**src/sv/prq_pkg.sv**
```systemverilog
// shared types and constants of the polyline ribbon quad extruder
package prq_pkg;

  localparam int unsigned CoordW  = 32;
  localparam int unsigned RegW    = 31;
  localparam int unsigned TexW    = 16;
  localparam int unsigned IdxW    = 16;
  localparam int unsigned DiffW   = CoordW + 1;
  localparam int unsigned ProdW   = 2 * DiffW;
  localparam int unsigned SumW    = ProdW + 2;
  localparam int unsigned RootW   = SumW / 2;
  localparam int unsigned CfgIdxW = 1;

  typedef enum logic [CfgIdxW-1:0] {
    REG_HALF_WIDTH = 1'b0,
    REG_REPEAT_LEN = 1'b1
  } cfg_reg_e;

  typedef struct packed {
    logic signed [CoordW-1:0] point_x;
    logic signed [CoordW-1:0] point_y;
    logic signed [CoordW-1:0] point_z;
    logic                     end_of_trail;
  } point_t;

  typedef struct packed {
    logic signed [CoordW-1:0] vert_x;
    logic signed [CoordW-1:0] vert_y;
    logic signed [CoordW-1:0] vert_z;
    logic                     tex_u;
    logic [TexW-1:0]          tex_v;
    logic [IdxW-1:0]          vert_index;
    logic                     mesh_end;
    logic                     degenerate;
    logic                     last_of_run;
  } result_t;

endpackage

```
**src/sv/polyline_ribbon_quads.sv**
```systemverilog
// top level: trail points in, ribbon quad vertices and mesh markers out
//
// Input channel (in_valid_i/in_ready_o/in_data_i) takes one trail point per
// item; in_ready_o is high only while the sequencer is idle. Output channel
// (out_valid_o/out_ready_i/out_data_o) gives zero, one, four or five result
// items per point; the final one carries last_of_run. Register writes come on
// cfg_valid_i/cfg_index_i/cfg_data_i, always ready; the user is to make them
// only while idle, which the block itself does not enforce. A first point of
// a segment, and a zero point on an empty mesh, are handled in the accept
// cycle. A zero point closing a mesh gives its marker from state S_MARK once
// the output register is free. A later point runs five serial 33x33
// multiplies, two serial square roots and three serial divides on the
// bit-serial arithmetic units, then emits four output items; a repeated
// point in xz skips two multiplies and two divides. The output register
// holds a result while the receiver stalls; the sequencer waits on it, and
// the next point is taken while the last result of a point is still waiting.
// Reset clears the mesh state and loads a half width of 2.0 and a repeat
// length of 7.0.
module polyline_ribbon_quads (
  input  logic                         clk_i,
  input  logic                         rst_ni,
  input  logic                         in_valid_i,
  output logic                         in_ready_o,
  input  prq_pkg::point_t              in_data_i,
  output logic                         out_valid_o,
  input  logic                         out_ready_i,
  output prq_pkg::result_t             out_data_o,
  input  logic                         cfg_valid_i,
  output logic                         cfg_ready_o,
  input  logic [prq_pkg::CfgIdxW-1:0]  cfg_index_i,
  input  logic [prq_pkg::RegW-1:0]     cfg_data_i
);

  import prq_pkg::*;

  localparam int unsigned EW = CoordW + 2;

  typedef enum logic [3:0] {
    S_IDLE, S_DIFF, S_MXX, S_MZZ, S_MYY, S_SQ3, S_SQXZ, S_DIVV,
    S_MZH, S_DVZ, S_MXH, S_DVX, S_EDGE, S_EMIT, S_MARK
  } state_e;

  state_e state_q;

  logic [RegW-1:0]   hw_q, trl_q;
  logic [CoordW-1:0] cx_q, cy_q, cz_q;
  logic              eot_q;
  logic [CoordW-1:0] px_q, py_q, pz_q;
  logic [CoordW-1:0] efx_q, efy_q, efz_q, esx_q, esy_q, esz_q;
  logic [CoordW-1:0] nfx_q, nfz_q, nsx_q, nsz_q;
  logic [DiffW-1:0]  mx_q, my_q, mz_q;
  logic              sx_q, sz_q;
  logic [SumW-1:0]   sxz_q, s3_q;
  logic [RootW-1:0]  d3_q, nxz_q;
  logic [TexW-1:0]   v_q;
  logic [CoordW-1:0] qz_q, qx_q;
  logic              deg_q;
  logic [IdxW-1:0]   vcnt_q;
  logic              have_prev_q, nonempty_q;
  logic [1:0]        k_q;
  logic              run_q;
  result_t           out_q;
  logic              out_valid_q;

  logic              out_free, out_load, in_acc, in_zero;
  logic              mul_start, sqrt_start, div_start;
  logic              mul_done, sqrt_done, div_done;
  logic [DiffW-1:0]  mul_a, mul_b;
  logic [ProdW-1:0]  mul_p;
  logic [SumW-1:0]   sqrt_x;
  logic [RootW-1:0]  sqrt_r;
  logic [ProdW-1:0]  div_n, div_q;
  logic [RootW-1:0]  div_d;
  logic [DiffW-1:0]  dx, dy, dz;
  logic [EW-1:0]     offz, offx;
  logic [TexW-1:0]   v_sat;

  function automatic logic [EW-1:0] sext_c(input logic [CoordW-1:0] a);
    sext_c = {{2{a[CoordW-1]}}, a};
  endfunction

  function automatic logic [CoordW-1:0] sat_c(input logic [EW-1:0] v);
    logic [CoordW-1:0] r;
    if (v[EW-1:CoordW-1] == '0 || v[EW-1:CoordW-1] == '1) begin
      r = v[CoordW-1:0];
    end else if (v[EW-1]) begin
      r = {1'b1, {(CoordW-1){1'b0}}};
    end else begin
      r = {1'b0, {(CoordW-1){1'b1}}};
    end
    sat_c = r;
  endfunction

  function automatic logic [EW-1:0] soff(input logic [CoordW-1:0] q, input logic neg);
    logic [EW-1:0] m;
    m = {2'b00, q};
    soff = neg ? (~m + 1'b1) : m;
  endfunction

  function automatic result_t vtx(input logic [CoordW-1:0] x, input logic [CoordW-1:0] y,
                                  input logic [CoordW-1:0] z, input logic u,
                                  input logic [TexW-1:0] v, input logic [IdxW-1:0] idx,
                                  input logic deg, input logic last);
    result_t r;
    r.vert_x      = x;
    r.vert_y      = y;
    r.vert_z      = z;
    r.tex_u       = u;
    r.tex_v       = v;
    r.vert_index  = idx;
    r.mesh_end    = 1'b0;
    r.degenerate  = deg;
    r.last_of_run = last;
    vtx = r;
  endfunction

  function automatic result_t marker();
    result_t r;
    r             = '0;
    r.mesh_end    = 1'b1;
    r.last_of_run = 1'b1;
    marker = r;
  endfunction

  assign out_free    = !out_valid_q || out_ready_i;
  assign out_load    = out_free && (state_q inside {S_EMIT, S_MARK});
  assign in_ready_o  = (state_q == S_IDLE);
  assign in_acc      = in_valid_i && in_ready_o;
  assign in_zero     = (in_data_i.point_x == '0) && (in_data_i.point_y == '0) &&
                       (in_data_i.point_z == '0);
  assign cfg_ready_o = 1'b1;

  // step from the current point back to the previous one
  assign dx = {px_q[CoordW-1], px_q} - {cx_q[CoordW-1], cx_q};
  assign dy = {py_q[CoordW-1], py_q} - {cy_q[CoordW-1], cy_q};
  assign dz = {pz_q[CoordW-1], pz_q} - {cz_q[CoordW-1], cz_q};

  assign offz = soff(qz_q, sz_q);
  assign offx = soff(qx_q, sx_q);

  always_comb begin
    if (div_q[ProdW-1:TexW] != '0) begin
      v_sat = '1;
    end else if (div_q[TexW-1:0] == '0) begin
      v_sat = TexW'(1);
    end else begin
      v_sat = div_q[TexW-1:0];
    end
  end

  always_comb begin
    mul_a = mx_q;
    mul_b = mx_q;
    case (state_q)
      S_MZZ:   begin mul_a = mz_q; mul_b = mz_q; end
      S_MYY:   begin mul_a = my_q; mul_b = my_q; end
      S_MZH:   begin mul_a = mz_q; mul_b = DiffW'(hw_q); end
      S_MXH:   begin mul_a = mx_q; mul_b = DiffW'(hw_q); end
      default: begin mul_a = mx_q; mul_b = mx_q; end
    endcase
  end

  assign sqrt_x = (state_q == S_SQ3) ? s3_q : sxz_q;
  assign div_n  = (state_q == S_DIVV) ? ProdW'(d3_q) : mul_p;
  assign div_d  = (state_q == S_DIVV) ? RootW'(trl_q) : nxz_q;

  assign mul_start  = !run_q && (state_q inside {S_MXX, S_MZZ, S_MYY, S_MZH, S_MXH});
  assign sqrt_start = !run_q && (state_q inside {S_SQ3, S_SQXZ});
  assign div_start  = !run_q && (state_q inside {S_DIVV, S_DVZ, S_DVX});

  prq_mul #(.AW(DiffW), .BW(DiffW)) u_mul (
    .clk_i, .rst_ni, .start_i(mul_start), .a_i(mul_a), .b_i(mul_b),
    .done_o(mul_done), .p_o(mul_p)
  );

  prq_sqrt #(.XW(SumW)) u_sqrt (
    .clk_i, .rst_ni, .start_i(sqrt_start), .x_i(sqrt_x),
    .done_o(sqrt_done), .root_o(sqrt_r)
  );

  prq_div #(.NW(ProdW), .DW(RootW)) u_div (
    .clk_i, .rst_ni, .start_i(div_start), .n_i(div_n), .d_i(div_d),
    .done_o(div_done), .q_o(div_q)
  );

  always_ff @(posedge clk_i or negedge rst_ni) begin
    if (!rst_ni) begin
      state_q     <= S_IDLE;
      hw_q        <= RegW'(131072);
      trl_q       <= RegW'(458752);
      cx_q <= '0; cy_q <= '0; cz_q <= '0; eot_q <= 1'b0;
      px_q <= '0; py_q <= '0; pz_q <= '0;
      efx_q <= '0; efy_q <= '0; efz_q <= '0;
      esx_q <= '0; esy_q <= '0; esz_q <= '0;
      nfx_q <= '0; nfz_q <= '0; nsx_q <= '0; nsz_q <= '0;
      mx_q <= '0; my_q <= '0; mz_q <= '0; sx_q <= 1'b0; sz_q <= 1'b0;
      sxz_q <= '0; s3_q <= '0; d3_q <= '0; nxz_q <= '0;
      v_q <= '0; qz_q <= '0; qx_q <= '0; deg_q <= 1'b0;
      vcnt_q      <= '0;
      have_prev_q <= 1'b0;
      nonempty_q  <= 1'b0;
      k_q         <= '0;
      run_q       <= 1'b0;
      out_q       <= '0;
      out_valid_q <= 1'b0;
    end else begin
      if (cfg_valid_i) begin
        case (cfg_reg_e'(cfg_index_i))
          REG_HALF_WIDTH: hw_q  <= cfg_data_i;
          REG_REPEAT_LEN: trl_q <= cfg_data_i;
          default: ;
        endcase
      end

      if (mul_start || sqrt_start || div_start) begin
        run_q <= 1'b1;
      end else if (mul_done || sqrt_done || div_done) begin
        run_q <= 1'b0;
      end

      if (out_valid_q && out_ready_i && !out_load) begin
        out_valid_q <= 1'b0;
      end

      case (state_q)
        S_IDLE: begin
          if (in_acc) begin
            if (in_zero) begin
              if (nonempty_q) begin
                state_q <= S_MARK;
              end else if (in_data_i.end_of_trail) begin
                vcnt_q      <= '0;
                have_prev_q <= 1'b0;
              end
            end else if (!have_prev_q) begin
              // first point of a segment: edges straddle it in x
              efx_q <= sat_c(sext_c(in_data_i.point_x) - EW'(hw_q));
              esx_q <= sat_c(sext_c(in_data_i.point_x) + EW'(hw_q));
              efy_q <= in_data_i.point_y;
              esy_q <= in_data_i.point_y;
              efz_q <= in_data_i.point_z;
              esz_q <= in_data_i.point_z;
              px_q  <= in_data_i.point_x;
              py_q  <= in_data_i.point_y;
              pz_q  <= in_data_i.point_z;
              have_prev_q <= !in_data_i.end_of_trail;
              if (in_data_i.end_of_trail) begin
                vcnt_q <= '0;
              end
            end else begin
              cx_q    <= in_data_i.point_x;
              cy_q    <= in_data_i.point_y;
              cz_q    <= in_data_i.point_z;
              eot_q   <= in_data_i.end_of_trail;
              state_q <= S_DIFF;
            end
          end
        end
        S_DIFF: begin
          mx_q    <= dx[DiffW-1] ? (~dx + 1'b1) : dx;
          my_q    <= dy[DiffW-1] ? (~dy + 1'b1) : dy;
          mz_q    <= dz[DiffW-1] ? (~dz + 1'b1) : dz;
          sx_q    <= dx[DiffW-1];
          sz_q    <= dz[DiffW-1];
          state_q <= S_MXX;
        end
        S_MXX: if (mul_done) begin
          sxz_q   <= SumW'(mul_p);
          state_q <= S_MZZ;
        end
        S_MZZ: if (mul_done) begin
          sxz_q   <= sxz_q + SumW'(mul_p);
          state_q <= S_MYY;
        end
        S_MYY: if (mul_done) begin
          s3_q    <= sxz_q + SumW'(mul_p);
          state_q <= S_SQ3;
        end
        S_SQ3: if (sqrt_done) begin
          d3_q    <= sqrt_r;
          state_q <= S_SQXZ;
        end
        S_SQXZ: if (sqrt_done) begin
          nxz_q   <= sqrt_r;
          state_q <= S_DIVV;
        end
        S_DIVV: if (div_done) begin
          v_q <= v_sat;
          if (nxz_q == '0) begin
            // repeated point in xz: new edges collapse onto it
            deg_q   <= 1'b1;
            qz_q    <= '0;
            qx_q    <= '0;
            state_q <= S_EDGE;
          end else begin
            deg_q   <= 1'b0;
            state_q <= S_MZH;
          end
        end
        S_MZH: if (mul_done) begin
          state_q <= S_DVZ;
        end
        S_DVZ: if (div_done) begin
          qz_q    <= div_q[CoordW-1:0];
          state_q <= S_MXH;
        end
        S_MXH: if (mul_done) begin
          state_q <= S_DVX;
        end
        S_DVX: if (div_done) begin
          qx_q    <= div_q[CoordW-1:0];
          state_q <= S_EDGE;
        end
        S_EDGE: begin
          nfx_q   <= sat_c(sext_c(cx_q) - offz);
          nfz_q   <= sat_c(sext_c(cz_q) + offx);
          nsx_q   <= sat_c(sext_c(cx_q) + offz);
          nsz_q   <= sat_c(sext_c(cz_q) - offx);
          k_q     <= '0;
          state_q <= S_EMIT;
        end
        S_EMIT: if (out_free) begin
          out_valid_q <= 1'b1;
          k_q         <= k_q + 1'b1;
          case (k_q)
            2'd0: out_q <= vtx(efx_q, efy_q, efz_q, 1'b0, '0, vcnt_q, deg_q, 1'b0);
            2'd1: out_q <= vtx(esx_q, esy_q, esz_q, 1'b1, '0, vcnt_q + IdxW'(1),
                               deg_q, 1'b0);
            2'd2: out_q <= vtx(nsx_q, cy_q, nsz_q, 1'b1, v_q, vcnt_q + IdxW'(2),
                               deg_q, 1'b0);
            default: begin
              out_q <= vtx(nfx_q, cy_q, nfz_q, 1'b0, v_q, vcnt_q + IdxW'(3),
                           deg_q, !eot_q);
              efx_q <= nfx_q; efy_q <= cy_q; efz_q <= nfz_q;
              esx_q <= nsx_q; esy_q <= cy_q; esz_q <= nsz_q;
              px_q  <= cx_q;  py_q  <= cy_q; pz_q  <= cz_q;
              vcnt_q     <= vcnt_q + IdxW'(4);
              nonempty_q <= 1'b1;
              state_q    <= eot_q ? S_MARK : S_IDLE;
            end
          endcase
        end
        S_MARK: if (out_free) begin
          out_valid_q <= 1'b1;
          out_q       <= marker();
          vcnt_q      <= '0;
          have_prev_q <= 1'b0;
          nonempty_q  <= 1'b0;
          state_q     <= S_IDLE;
        end
        default: state_q <= S_IDLE;
      endcase
    end
  end

  assign out_valid_o = out_valid_q;
  assign out_data_o  = out_q;

  // an open mesh always keeps a previous point
  a_nonempty_has_prev: assert property (@(posedge clk_i) disable iff (!rst_ni)
    nonempty_q |-> have_prev_q)
    else $error("mesh open without a previous point");

  // vertices are emitted only in whole quads
  a_quad_count: assert property (@(posedge clk_i) disable iff (!rst_ni)
    vcnt_q[1:0] == 2'b00)
    else $error("vertex count not a multiple of four");

  a_marker_clean: assert property (@(posedge clk_i) disable iff (!rst_ni)
    out_valid_o && out_data_o.mesh_end |->
      out_data_o.vert_index == '0 && out_data_o.tex_v == '0 && out_data_o.last_of_run)
    else $error("marker item carries vertex data");

  // arithmetic units finish only for an operation that was started
  a_unit_done: assert property (@(posedge clk_i) disable iff (!rst_ni)
    (mul_done || sqrt_done || div_done) |-> run_q)
    else $error("unit done without a running operation");

endmodule

```
**src/sv/prq_mul.sv**
```systemverilog
// bit-serial shift-add multiplier, one multiplier bit per cycle
module prq_mul #(
  parameter int unsigned AW = 33,
  parameter int unsigned BW = 33
) (
  input  logic            clk_i,
  input  logic            rst_ni,
  input  logic            start_i,
  input  logic [AW-1:0]   a_i,
  input  logic [BW-1:0]   b_i,
  output logic            done_o,
  output logic [AW+BW-1:0] p_o
);

  localparam int unsigned CntW = $clog2(BW + 1);

  logic [AW+BW-1:0] acc_q;
  logic [AW-1:0]    a_q;
  logic [CntW-1:0]  cnt_q;
  logic             busy_q;
  logic             done_q;
  logic [AW:0]      sum;

  // add the multiplicand into the upper half when the low bit is set
  assign sum = {1'b0, acc_q[AW+BW-1:BW]} + (acc_q[0] ? {1'b0, a_q} : '0);

  always_ff @(posedge clk_i or negedge rst_ni) begin
    if (!rst_ni) begin
      busy_q <= 1'b0;
      done_q <= 1'b0;
      cnt_q  <= '0;
    end else begin
      done_q <= 1'b0;
      if (start_i) begin
        busy_q <= 1'b1;
        cnt_q  <= '0;
      end else if (busy_q) begin
        cnt_q <= cnt_q + 1'b1;
        if (cnt_q == CntW'(BW - 1)) begin
          busy_q <= 1'b0;
          done_q <= 1'b1;
        end
      end
    end
  end

  always_ff @(posedge clk_i) begin
    if (start_i) begin
      acc_q <= {{AW{1'b0}}, b_i};
      a_q   <= a_i;
    end else if (busy_q) begin
      acc_q <= {sum, acc_q[BW-1:1]};
    end
  end

  assign done_o = done_q;
  assign p_o    = acc_q;

endmodule

```
**src/sv/prq_sqrt.sv**
```systemverilog
// serial integer square root, two radicand bits per cycle
module prq_sqrt #(
  parameter int unsigned XW = 68
) (
  input  logic            clk_i,
  input  logic            rst_ni,
  input  logic            start_i,
  input  logic [XW-1:0]   x_i,
  output logic            done_o,
  output logic [XW/2-1:0] root_o
);

  localparam int unsigned RW   = XW / 2;
  localparam int unsigned CntW = $clog2(RW + 1);

  logic [XW-1:0]   x_q;
  logic [RW+1:0]   rem_q;
  logic [RW-1:0]   root_q;
  logic [CntW-1:0] cnt_q;
  logic            busy_q;
  logic            done_q;
  logic [RW+1:0]   rem_sh;
  logic [RW+1:0]   trial;
  logic            ge;

  assign rem_sh = {rem_q[RW-1:0], x_q[XW-1 -: 2]};
  assign trial  = {root_q, 2'b01};
  assign ge     = (rem_sh >= trial);

  always_ff @(posedge clk_i or negedge rst_ni) begin
    if (!rst_ni) begin
      busy_q <= 1'b0;
      done_q <= 1'b0;
      cnt_q  <= '0;
    end else begin
      done_q <= 1'b0;
      if (start_i) begin
        busy_q <= 1'b1;
        cnt_q  <= '0;
      end else if (busy_q) begin
        cnt_q <= cnt_q + 1'b1;
        if (cnt_q == CntW'(RW - 1)) begin
          busy_q <= 1'b0;
          done_q <= 1'b1;
        end
      end
    end
  end

  always_ff @(posedge clk_i) begin
    if (start_i) begin
      x_q    <= x_i;
      rem_q  <= '0;
      root_q <= '0;
    end else if (busy_q) begin
      x_q    <= {x_q[XW-3:0], 2'b00};
      rem_q  <= ge ? (rem_sh - trial) : rem_sh;
      root_q <= {root_q[RW-2:0], ge};
    end
  end

  assign done_o = done_q;
  assign root_o = root_q;

endmodule

```
**src/sv/prq_div.sv**
```systemverilog
// serial restoring divider, one quotient bit per cycle
module prq_div #(
  parameter int unsigned NW = 66,
  parameter int unsigned DW = 34
) (
  input  logic          clk_i,
  input  logic          rst_ni,
  input  logic          start_i,
  input  logic [NW-1:0] n_i,
  input  logic [DW-1:0] d_i,
  output logic          done_o,
  output logic [NW-1:0] q_o
);

  localparam int unsigned CntW = $clog2(NW + 1);

  logic [NW-1:0]   n_q;
  logic [NW-1:0]   q_q;
  logic [DW-1:0]   d_q;
  logic [DW-1:0]   rem_q;
  logic [CntW-1:0] cnt_q;
  logic            busy_q;
  logic            done_q;
  logic [DW:0]     rem_sh;
  logic [DW:0]     diff;
  logic            ge;

  assign rem_sh = {rem_q, n_q[NW-1]};
  assign diff   = rem_sh - {1'b0, d_q};
  assign ge     = (rem_sh >= {1'b0, d_q});

  always_ff @(posedge clk_i or negedge rst_ni) begin
    if (!rst_ni) begin
      busy_q <= 1'b0;
      done_q <= 1'b0;
      cnt_q  <= '0;
    end else begin
      done_q <= 1'b0;
      if (start_i) begin
        busy_q <= 1'b1;
        cnt_q  <= '0;
      end else if (busy_q) begin
        cnt_q <= cnt_q + 1'b1;
        if (cnt_q == CntW'(NW - 1)) begin
          busy_q <= 1'b0;
          done_q <= 1'b1;
        end
      end
    end
  end

  // a zero divisor gives an all-ones quotient
  always_ff @(posedge clk_i) begin
    if (start_i) begin
      n_q   <= n_i;
      d_q   <= d_i;
      rem_q <= '0;
      q_q   <= '0;
    end else if (busy_q) begin
      n_q   <= {n_q[NW-2:0], 1'b0};
      rem_q <= ge ? diff[DW-1:0] : rem_sh[DW-1:0];
      q_q   <= {q_q[NW-2:0], ge};
    end
  end

  assign done_o = done_q;
  assign q_o    = q_q;

endmodule
```
**config.mk**
```make
export PLATFORM = sky130hd
export DESIGN_NAME = polyline_ribbon_quads
export DESIGN_NICKNAME = d
export VERILOG_FILES = /design/src/sv/prq_pkg.sv /design/src/sv/polyline_ribbon_quads.sv /design/src/sv/prq_mul.sv /design/src/sv/prq_sqrt.sv /design/src/sv/prq_div.sv
export SDC_FILE = /design/constraint.sdc
export NUM_CORES = 2
export LEC_CHECK = 0
export BUFFER_PORTS_ARGS = -buffer_cell sky130_fd_sc_hd__buf_4
export CORE_MARGIN = 8
export CORE_UTILIZATION = 55
export CTS_CLUSTER_DIAMETER = 100
export DETAILED_ROUTE_END_ITERATION = 16
export PLACE_DENSITY = 0.72
export SLEW_MARGIN = 20
export SYNTH_ARGS = -nofsm -noshare
export SYNTH_HDL_FRONTEND = slang
export SYNTH_SLANG_ARGS = --single-unit
```
**constraint.sdc**
```tcl
create_clock -name clk_i -period 14.65 [get_ports clk_i]
set_input_delay 1.465 -clock clk_i [delete_from_list [all_inputs] [get_ports clk_i]]
set_output_delay 1.465 -clock clk_i [all_outputs]
set_load 0.005 [all_outputs]
```
==> impl_metrics.toml <==
[job]
max_cap_viol_count = 0

[placement]
gp_congestion = 0.965
post_dp_cell_area_sq_um = 95400
dp_slack_ns = 7.32
portBuffers = 267
dp_hpwl_um = 231000

[floorplanning]
rows = 150
die_area_sq_um = 181000
fp.dieW_um = 425
dieHeight_um = 425
start_util_pct = 55.2
ios = 269
fp.coreArea_sq_um = 167000

[setup_path]
crit_fanout = 23
cp.required_ns = 15.30
critPathArrivalTime_ns = 7.86
end_kind = "flop"
path_class = "flop to flop"
crit_top_cell = "a21oi_1"
cp-start-kind = "flop"
crit_slowest_cell = "o22ai_2"
r2r_cells = 21
cp_slowest_stage_delay_ns = 0.83
cp_cell_sequence = "or4_4 -> or3_1 -> or3_1 -> or3_4 -> or3b_4 -> or3_1 -> nand2_1 -> xnor2_1 -> ha_1 -> inv_1 -> a21oi_1 -> o21bai_1 -> a21oi_1 -> o21bai_1 -> a21oi_1 -> o31ai_1 -> a21oi_1 -> xor2_1 -> nand2_1 -> o22ai_2 -> o22ai_1"

[global_routing]
antenna_found_initial = 6
grt_max_degree = 171
overflow = 0
grt_pass1_wl_um = 467000
track_usage_pct = 32.9
grt_pass1_vias = 77210

[sta]
post-route-min-period_ns = 7.21
fmax_mhz = 139
rsz0062_at_grt = "false"
fin_crit_sh_pct = 49.2
fin_worst_skew_ns = 0.0248
relSlewSlack_pct = 22.1
fin_ws_ns = 7.44
finalSetupViolations = 0
setup_tns_ns = 0
tightest_slew_ns = 1.16
slew_violations = 0
hold_violations = 0

[cells_and_area]
multi_input_area_sq_um = 50000
final_common_cell = "nand2_1"
fin_nets = 11293
nFillCells = 14516
final_area_sq_um = 101000
drive_gt1_share_pct = 7.87
most-common-layout-cells = "nand2_1 (1,707), o21ai_0 (1,095), dfrtp_1 (1,072)"
syn_to_final_growth_pct = 9.92
regArea_sq_um = 38000

[clock_network]
post_cts_resized = 0
clockBufferDepth = 3
cts_made_buffers = 165
cts_tree = "built"
h-tree-depth = 4
cts-root-buf = "clkbuf_16"
cts.sink_count = 1513
postCtsSetupBuffers = 0
path_clk_slew_ns = 0.06
insertion_delay_ns = 0.82
hold_buffers = 0

[hold_path]
worst_hold_path_type = "flop to flop"
hold-path-cell-count = 1

[synthesis]
synthAdderAreaFrac_pct = 6.91
synth-async-reset-ratio_pct = 71.2
seq_area_frac_synth_pct = 41.3
yosys.area_share.simple_pct = 16.9
ys_types = 95
netlist.area_leader.share_pct = 29.2
syn_nets = 11395
muxShareOfSynthArea_pct = 3.27
synth_area_leaders = "dfrtp_1 (29%), edfxtp_1 (7.6%), nand2_1 (7.0%)"
synth_area_per_cell_sq_um = 8.55
synth_top_cell_by_area = "dfrtp_1"
synth_edf_count = 234
synth_flop_cell = "dfrtp_1"
synthXorXnorAreaFrac_pct = 5.33
synth.cell_area_sq_um = 92000
synth_top_family_by_area = "compound AO/OA/AOI/OAI gates"
synth_compound_area_share_pct = 21.7
yosysWarnings = 0
ys_seq_elements = 1513
synthCells = 10760

[route]
met3_length_um = 21200
wl_met2_um = 142000
wl_met1_um = 126000
top_layer = "met5"
drtPass1Iterations = 10
via_per_inst = 6.24
vias = 81123
route.detailed.drc = 0
ant_nets = 0
routed_wl_um = 308000
first_iter_violations = 8943
wire_per_inst_um = 23.7

[outcome]
status = "finished clean"

[pwr]
vdd_ir_drop_max_v = 0.000175
p_leak_nw = 44.9
p_per_area_nw_per_um2 = 246
==> registers in the layout, indices dropped and copies added (netlist names), 33 cells and up <==
| name | cells |
|---|---|
| my_q | 33 |
| u_div.n_q | 66 |
| u_sqrt.x_q | 68 |
| sxz_q | 68 |
| d3_q | 34 |
| u_sqrt.rem_q | 34 |
| u_mul.p_o | 66 |
| u_sqrt.root_o | 34 |
| out_data_o | 132 |
| nxz_q | 34 |
| mx_q | 33 |
| mz_q | 33 |
| u_div.q_o | 66 |
| u_div.rem_q | 34 |
| u_div.d_q | 34 |
| u_mul.a_q | 33 |
| s3_q | 68 |
==> critical path: cells and delay by family, from the launching register on <==
family | cells | cell delay (ns)
and+or+nand+nor | 8 | 2.83
adders and majority gates | 1 | 0.51
AOI/OAI and AO/OA | 9 | 2.17
DFF | 1 | 0.43
buffers and inverters | 1 | 0.14
xor gates and xnor gates | 2 | 0.91
==> report_power, final <==
part / switching, mW / internal, mW
Combinational: 8.33 / 4.90
Sequential: 1.46 / 5.82
Clock: 1.80 / 2.54
Total: 11.6 / 13.3
==> cell usage after synthesis (181+ instances only) <==
master and number:
a21o_1 181, a21oi_1 815, a31oi_1 192, clkbuf_1 585, dfrtp_1 1074, dfxtp_1 201
edfxtp_1 234, ha_1 489, inv_1 472, mux2i_1 216, nand2_1 1714, nor2_1 842
o21ai_0 1096, xnor2_1 364, xor2_1 192
==> cells by family (layout without fill, tap and decap cells) <==
group           after synthesis  in the layout
xor+xnor                    558            558
flops                      1513           1513
mux                         291            291
simple gates               3530           3530
other cells                   1              6
buf+inv                    1116           1152
fa+ha+maj                   501            501
compound gates             3250           3250
==> area by class of cell <==
type	count	area share [%]
well taps	2204	2.73
repair buffers	375	2.85
multi-input cells	8131	49.5
diodes	5	0.0124
flip-flops and latches	1513	37.6
clock inverters	68	0.866
clock buffers	237	4.68
inverters	472	1.76
==> per-stage QoR <==
step / util, % / hold slack, ns / instances / total power, mW
finish: 60.7 / 0.478 / 13005 / 24.9
global route: 60.7 / 0.503 / 13004 / 26.4
CTS: 60.6 / 0.481 / 12999 / 24.7
detailed placement: 57.3 / 0.467 / 12694 / 20.3
global placement: 57.3 / 0.452 / 12693 / 20.0
floorplan: - / 0.443 / 10760 / 16.1
==> layer usage <==
layer  track usage, %  vias up
met5                0        -
met4             16.9        2
met3             5.47      697
met2             53.1     3126
met1             42.8    39460
li1                 -    37838
==> path summary, 6_finish.rpt <==
kind	slack (ns)	end	start
setup / recovery	7.44	nsz_q[15]	qx_q[7]
hold / removal	0.48	deg_q	deg_q
setup reg to reg	7.44	nsz_q[15]	qx_q[7]
hold reg to reg	0.48	deg_q	deg_q
max in group asynchronous	10.89	u_sqrt.busy_q	rst_ni
min in group asynchronous	0.72	s3_q[54]	rst_ni
Note: power is estimated with default switching activity, not from simulation.
